<file path="src/rtl/core/dshl_pkg.sv">
// ----------------------------------------------------------------------------
// dshl_pkg
// Shared types, constants and the protocol ratio table for the history log.
// ----------------------------------------------------------------------------
package dshl_pkg;

  localparam int unsigned HistoryDepthDefault = 30;
  localparam logic [31:0] MinCodeReset       = 32'd1000;
  localparam logic [15:0] DefaultRepeatReset = 16'd10;
  localparam int unsigned CfgIdxW            = 1;
  localparam int unsigned CfgDataW           = 32;

  localparam logic [CfgIdxW-1:0] CfgMinCode       = 1'b0;
  localparam logic [CfgIdxW-1:0] CfgDefaultRepeat = 1'b1;

  typedef enum logic [1:0] {
    OpCode  = 2'd0,
    OpSync  = 2'd1,
    OpQuery = 2'd2,
    OpNone  = 2'd3
  } op_e;

  typedef enum logic [1:0] {
    KindRecord = 2'd0,
    KindEntry  = 2'd1,
    KindStatus = 2'd2
  } kind_e;

  typedef enum logic [1:0] {
    StSynced    = 2'd0,
    StBadTime   = 2'd1,
    StNoHistory = 2'd2,
    StCount     = 2'd3
  } status_e;

  typedef enum logic [2:0] {
    SIdle,
    SSearch,
    SStore,
    SRebase,
    SReadReq,
    SReadWait,
    SOut
  } state_e;

  typedef struct packed {
    logic [1:0]  op;
    logic [31:0] code;
    logic [6:0]  bit_length;
    logic [15:0] pulse_length;
    logic [7:0]  protocol_id;
    logic        link_connected;
    logic [31:0] now_ms;
    logic [63:0] sync_time;
  } in_item_t;

  typedef struct packed {
    logic [1:0]  kind;
    logic [1:0]  status;
    logic [31:0] code_out;
    logic [6:0]  bits_out;
    logic [15:0] pulse_out;
    logic [47:0] timing_ratios;
    logic        inverted;
    logic [15:0] repeat_out;
    logic [63:0] timestamp;
    logic [4:0]  entry_count;
    logic        last;
  } out_item_t;

  // Controller to datapath
  typedef struct packed {
    logic load;       // capture the input item
    logic clr_scan;   // scan index to zero
    logic inc_scan;
    logic rd_req;     // read entry at scan slot
    logic store;      // write the received code
    logic rebase;     // add offset to entry at scan slot
    logic set_sync;
    logic [1:0] out_sel; // 0 record, 1 entry, 2 status
    logic [1:0] status;
    logic out_load;
  } cmd_t;

  // Datapath to controller
  typedef struct packed {
    logic [1:0] op;
    logic below_min;
    logic link;
    logic sync_zero;
    logic synced;
    logic count_zero;
    logic scan_done;  // scan index reached the count
    logic hit;        // registered read code matches
    logic scan_last;  // scan index is the last entry
  } stat_t;

  function automatic logic [47:0] ratios_of(input logic [7:0] proto);
    logic [47:0] r;
    r = 48'h01_03_03_01_1F_01;
    case (proto)
      8'd2:    r = 48'h01_02_02_01_0A_01;
      8'd3:    r = 48'h06_09_0B_04_47_1E;
      8'd4:    r = 48'h01_03_03_01_06_01;
      8'd5:    r = 48'h01_02_02_01_0E_06;
      8'd6:    r = 48'h01_02_02_01_01_17;
      8'd7:    r = 48'h01_06_06_01_3E_02;
      default: r = 48'h01_03_03_01_1F_01;
    endcase
    return r;
  endfunction

endpackage

</file>
<file path="src/rtl/core/dshl_ctrl.sv">
// ----------------------------------------------------------------------------
// dshl_ctrl
// Sequencer: search, store, rebase and query read-out.
// ----------------------------------------------------------------------------
module dshl_ctrl
  import dshl_pkg::*;
(
  input  logic  clk_i,
  input  logic  rst_ni,
  input  logic  in_valid_i,
  output logic  in_ready_o,
  output logic  out_valid_o,
  input  logic  out_ready_i,
  input  stat_t stat_i,
  output cmd_t  cmd_o
);

  state_e state_q, state_d;
  logic   ovalid_q, ovalid_d;
  logic   entry_q, entry_d; // query read-out in progress

  always_ff @(posedge clk_i or negedge rst_ni) begin
    if (!rst_ni) begin
      state_q  <= SIdle;
      ovalid_q <= 1'b0;
      entry_q  <= 1'b0;
    end else begin
      state_q  <= state_d;
      ovalid_q <= ovalid_d;
      entry_q  <= entry_d;
    end
  end

  assign out_valid_o = ovalid_q;
  assign in_ready_o  = (state_q == SIdle) && !ovalid_q;

  always_comb begin
    state_d  = state_q;
    entry_d  = entry_q;
    cmd_o    = '0;
    ovalid_d = ovalid_q && !out_ready_i;
    unique case (state_q)
      SIdle: begin
        if (in_valid_i && in_ready_o) begin
          cmd_o.load     = 1'b1;
          cmd_o.clr_scan = 1'b1;
          state_d        = SSearch;
          entry_d        = 1'b0;
        end
      end
      // first cycle after capture: decide
      SSearch: begin
        unique case (op_e'(stat_i.op))
          OpCode: begin
            if (stat_i.below_min) state_d = SIdle;
            else if (stat_i.link) begin
              cmd_o.out_sel  = KindRecord;
              cmd_o.out_load = 1'b1;
              ovalid_d       = 1'b1;
              state_d        = SIdle;
            end else if (stat_i.count_zero) state_d = SStore;
            else begin
              cmd_o.rd_req = 1'b1;
              state_d      = SReadWait;
            end
          end
          OpSync: begin
            cmd_o.out_sel  = KindStatus;
            cmd_o.out_load = 1'b1;
            ovalid_d       = 1'b1;
            if (stat_i.sync_zero) begin
              cmd_o.status = StBadTime;
              state_d      = SIdle;
            end else begin
              cmd_o.status = StSynced;
              if (stat_i.synced || stat_i.count_zero) begin
                cmd_o.set_sync = 1'b1;
                state_d        = SIdle;
              end else state_d = SRebase;
            end
          end
          OpQuery: begin
            cmd_o.out_sel  = KindStatus;
            cmd_o.out_load = 1'b1;
            ovalid_d       = 1'b1;
            if (stat_i.count_zero) begin
              cmd_o.status = StNoHistory;
              state_d      = SIdle;
            end else begin
              cmd_o.status = StCount;
              entry_d      = 1'b1;
              state_d      = SOut;
            end
          end
          default: state_d = SIdle;
        endcase
      end
      SReadWait: begin
        // registered code of the scan slot is now valid
        if (stat_i.hit) state_d = SStore;
        else if (stat_i.scan_last) begin
          cmd_o.clr_scan = 1'b1; // scan index back to zero on a miss
          state_d        = SStore;
        end else begin
          cmd_o.inc_scan = 1'b1;
          state_d        = SReadReq;
        end
      end
      SReadReq: begin
        cmd_o.rd_req = 1'b1;
        state_d      = SReadWait;
      end
      SStore: begin
        cmd_o.store = 1'b1;
        state_d     = SIdle;
      end
      SRebase: begin
        cmd_o.rebase   = 1'b1;
        cmd_o.inc_scan = 1'b1;
        if (stat_i.scan_last) begin
          cmd_o.set_sync = 1'b1;
          state_d        = SIdle;
        end
      end
      SOut: begin
        // wait for the output register to drain, then read the next entry or go idle
        if (!ovalid_q || out_ready_i) begin
          if (entry_q && !stat_i.scan_done) begin
            cmd_o.rd_req = 1'b1;
            state_d      = SReadWait;
            entry_d      = 1'b1;
            state_d      = SReadReq;
          end else begin
            state_d = SIdle;
            entry_d = 1'b0;
          end
        end
      end
      default: state_d = SIdle;
    endcase
    // query read-out reuses the read states
    if (entry_q) begin
      if (state_q == SReadReq) begin
        cmd_o.rd_req = 1'b1;
        state_d      = SReadWait;
      end else if (state_q == SReadWait) begin
        cmd_o          = '0;
        cmd_o.out_sel  = KindEntry;
        cmd_o.out_load = 1'b1;
        cmd_o.inc_scan = 1'b1;
        ovalid_d       = 1'b1;
        state_d        = SOut;
      end else if (state_q == SOut) begin
        cmd_o.rd_req = 1'b0;
      end
    end
  end

endmodule

</file>
<file path="config.mk">
export PLATFORM = sky130hd
export DESIGN_NAME = dshl_ctrl
export DESIGN_NICKNAME = d
export VERILOG_FILES = /design/src/rtl/core/dshl_pkg.sv /design/src/rtl/core/dshl_ctrl.sv
export SDC_FILE = /design/constraint.sdc
export NUM_CORES = 1
export LEC_CHECK = 0
export BUFFER_PORTS_ARGS = -buffer_cell sky130_fd_sc_hd__buf_2
export CAP_MARGIN = 20
export CORE_UTILIZATION = 45
export CTS_CLUSTER_DIAMETER = 30
export DETAILED_ROUTE_END_ITERATION = 8
export HOLD_SLACK_MARGIN = 0.15
export PLACE_DENSITY = 0.86
export SLEW_MARGIN = 20
export SYNTH_ARGS = -nofsm -noshare
export SYNTH_HDL_FRONTEND = slang
export SYNTH_SLANG_ARGS = --single-unit
</file>
<file path="constraint.sdc">
create_clock -name clk_i -period 1.8 [get_ports clk_i]
set_clock_uncertainty 0.2 [all_clocks]
set_input_delay 0 -clock clk_i [delete_from_list [all_inputs] [get_ports clk_i]]
set_output_delay 0 -clock clk_i [all_outputs]
set_load 0.02 [all_outputs]
</file>
==> results <==
- The flow ran to the end, but the final reports show violations.
- The checks that failed: negative setup slack.
- The core utilization of the finished layout is 0.960.
- The worst flop-to-flop path endpoint is out_valid_o.
- Of the total power, registers draw 0.186.
- Summed over all cells, the static leakage comes to 0.551 nW.
- The total of hold buffers inserted after clock tree synthesis is 18.
- The power density relative to cell area is 1310 nW/µm².
- The average size of a mapped cell is 7.48 µm².
- Max-cap violations in this run came to 0.
- The initial antenna violation count came to 0.
- The startpoint identified for the worst hold timing path is stat_i[0].
- The share of cells above drive strength 1 is 0.432.
- The total DRC errors in the routed layout is 0.
- For this run, the register share of the synthesized area comes to 0.207.
- The routed length per placed instance is 24.0 µm.
- The I/O pin total is 28.
- After detailed routing, the number of vias per cell comes to 7.08.
- In this run the deepest clock path goes through 2 buffers.
- The number of max-slew violations in the final report is 0.
- The finished layout holds 153 standard cells, fillers aside.
- The count of final hold-check violations came to 0.
- The instance count after placement with tap cells included is 125.
- The number of nets with antenna violations after detailed routing is 0.
- The global-route wire length before repair is 3570 µm.
- The clock reaches the later pin of the worst-skew pair after 280 ps.
- The required time at the worst-slack endpoint is 1600 ps.
- The cell taking the most area after synthesis is dfrtp_1.
- Setup violations remaining at the end of the flow were counted as 8.
- The net count of the mapped netlist is 99.
- Overall power consumption after layout is estimated at 1.47 mW.
- The global-route total usage across every layer is 0.352.
- The net switching power figure is 744 µW.
- The count of nets after finishing is 158.
- The share of flip-flops with an asynchronous set or reset is 1.00.
- The path class of the lowest-slack min-delay path is input port to register.
- The most critical setup path has its startpoint at state_q[1].
- The endpoint arrival time on the critical path is 1680 ps.
- The most numerous cell in the Yosys netlist is nor2_1.
- The clock root buffer is clkbuf_4.
- In the synthesized netlist, the number of instances is 81.
- Across the VDD grid, the largest voltage drop is 0.000856 V.
- For this run, the detailed router's first-pass iteration total came to 5.
- For this design, the sink count on the clock tree is 5.
- Setup repair after global routing could not meet its margin everywhere.
- Of the total power, combinational logic draws 0.700.
- Of the post-synthesis cell area, the dominant cell type holds 0.207.
- Of the total power, the share spent switching nets is 0.506.
- The antenna diode count is 0.
- The TritonCTS clock tree is yes.
- The slack of the worst reg-to-reg path is 0 ps.
- After synthesis the netlist holds a flip-flop and latch count of 5.
- Buffers inserted during clock tree synthesis total 3.
- Once routing completed, OpenROAD measured the worst setup slack at -76.0 ps.
- The core area is 1170 µm².
- The total overflow left after global routing is 0.
- The endpoint of the worst hold-timing path is state_q[2].
- Compared with the post-synthesis result, the final layout area differs by 85.7%.
- Along the worst hold path, the cell count comes to 4.
- For the pin with the worst max-slew slack, the measured transition is 586 ps.
- At the end of routability-driven placement, the weighted congestion stood at 0.826.
- The count of synthesis-stage warnings from yosys is 0.
- Hold is met by 140 ps.
- Counting cells, the worst reg-to-reg path comes to 5.
- The final cycle utilization of the critical path is 1.04.
- After clock tree synthesis, the clock-pin slew on the worst setup and hold paths is 60 ps.
- For this configuration, the core starts out at a cell density of 0.517.
- The internal power of the cells is 726 µW.
- The headroom to the max-slew limit is 0.604.
- The synthesized design contains 0 enable-type register cells.
- The worst setup timing slack at the placement stage is 125 ps.
- After routing the design area is 1120 µm².
- The startpoint identified for the worst register-to-register timing path is state_q[1].
- STA classifies the critical path startpoint as a register.
- The post-route minimum period is 1880 ps.
- The number of I/O port buffers is 27.
- The floorplan step set the die height to 38.7 µm.
- The synthesized netlist contains 35 unique library cells.
- Sorting the synthesized cells by area gives the leading types as dfrtp_1 (21%), ha_1 (8.3%), o21ai_0 (5.0%).
- The post-detailed-placement half-perimeter wirelength is 1250 µm.
- The count of H-tree levels built during CTS is 1.
- The kind of end point of the critical path is a primary output.
- In this run the cell area measured after placement is 803 µm².
- The area of the die is 1500 µm².
- The post-synthesis cell area is 606 µm².
- Counting instances in the post-synthesis netlist gives the leading cell types as nor2_1 (8), nand2_1 (7), inv_1 (6), o21ai_0 (6), dfrtp_1 (5).
- The die outline width is 38.7 µm.
- The count of standard-cell rows is 12.
- The worst setup path is of the register to primary output kind.
- The most instantiated flip-flop cell in the synthesis netlist is dfrtp_1.
- The worst-path maximum fanout is 7.
- Of the total power, the clock network draws 0.114.
- Across all layers, the routed design uses 1,084 vias.
- After detailed routing, the total wire length is 3670 µm.
- Entering global routing, the biggest net connects 14 pins.
- The number of global-route vias before repair is 858.
- Adding up every negative setup slack in the final design gives -384 ps.
- Timing would allow up to 533 MHz.
- The initial DRC count is 72.
==> registers in the layout, indices dropped and copies added, names as in the netlist <==
name / count
entry_q: 1
out_valid_o: 1
state_q: 3
==> area by class of cell <==
class	instances	area, µm²
multi-input cells	65	500
fillers	29	46.3
repair buffers	57	422
well taps	14	17.5
flip-flops and latches	5	129
inverters	8	30.0
clock buffers	4	26.3
==> how the worst max path moves through the flow <==
stage | endpoint | depth (start not counted)
2_1_floorplan | cmd_o[10] | 4
6_report | cmd_o[9] | 5
5_1_grt | cmd_o[9] | 5
3_3_place_gp | state_q[1] | 4
3_5_place_dp | cmd_o[8] | 7
4_1_cts | cmd_o[8] | 4
==> power by group through the flow <==
stage	Sequential, mW	Clock (mW)	Combinational (mW)
after floorplan	0.220	0	0.527
after CTS	0.274	0.134	0.771
after global routing	0.277	0.170	1.06
after global placement	0.265	0	0.715
after detailed placement	0.271	0	0.728
final	0.274	0.167	1.03
==> cell families after synthesis <==
kind of cell | synth area share
AO/OA/AOI/OAI | 0.248
adder cells (fa/ha/maj) | 0.0826
buffers and inverters | 0.0744
flip-flops | 0.207
multiplexers | 0.0186
AND/OR/NAND/NOR | 0.370
==> timing repair <==
| item | 4_1_cts | 5_1_grt |
|---|---|---|
| endpoints found under the setup margin | 5 | 6 |
| buffers inserted | 1 | 5 |
| pin swaps | 1 | 4 |
| resized for setup | 3 | 21 |
| endpoints found under the hold margin | 10 | 1 |
==> layout by cell type, fill, tap and decap left out, drive strengths merged, types with 2 or more instances in the layout <==
cell,n
nor4,2
and3b,2
o311ai,3
ha,4
nand2,7
buf,39
dfrtp,5
o21ai,7
nor2b,4
nor3b,4
clkbuf,4
dlygate4sd3,18
nor2,8
and2,4
a21oi,3
a22o,2
inv,8
==> critical path: stages, from the launching register on <==
cell	delay [ps]
dfrtp_2	490
inv_2	100
buf_4	150
mux2_2	330
nor2_1	130
buf_2	200
==> metal layers <==
| layer | up-vias | GRT usage | share of wire |
|---|---|---|---|
| met5 | - | 0 | 0 |
| met4 | 0 | 0.172 | 0.14 |
| met3 | 61 | 0.0751 | 0.15 |
| met2 | 154 | 0.638 | 0.43 |
| met1 | 461 | 0.379 | 0.29 |
| li1 | 408 | - | - |
Note: power is estimated with default switching activity, not from simulation.
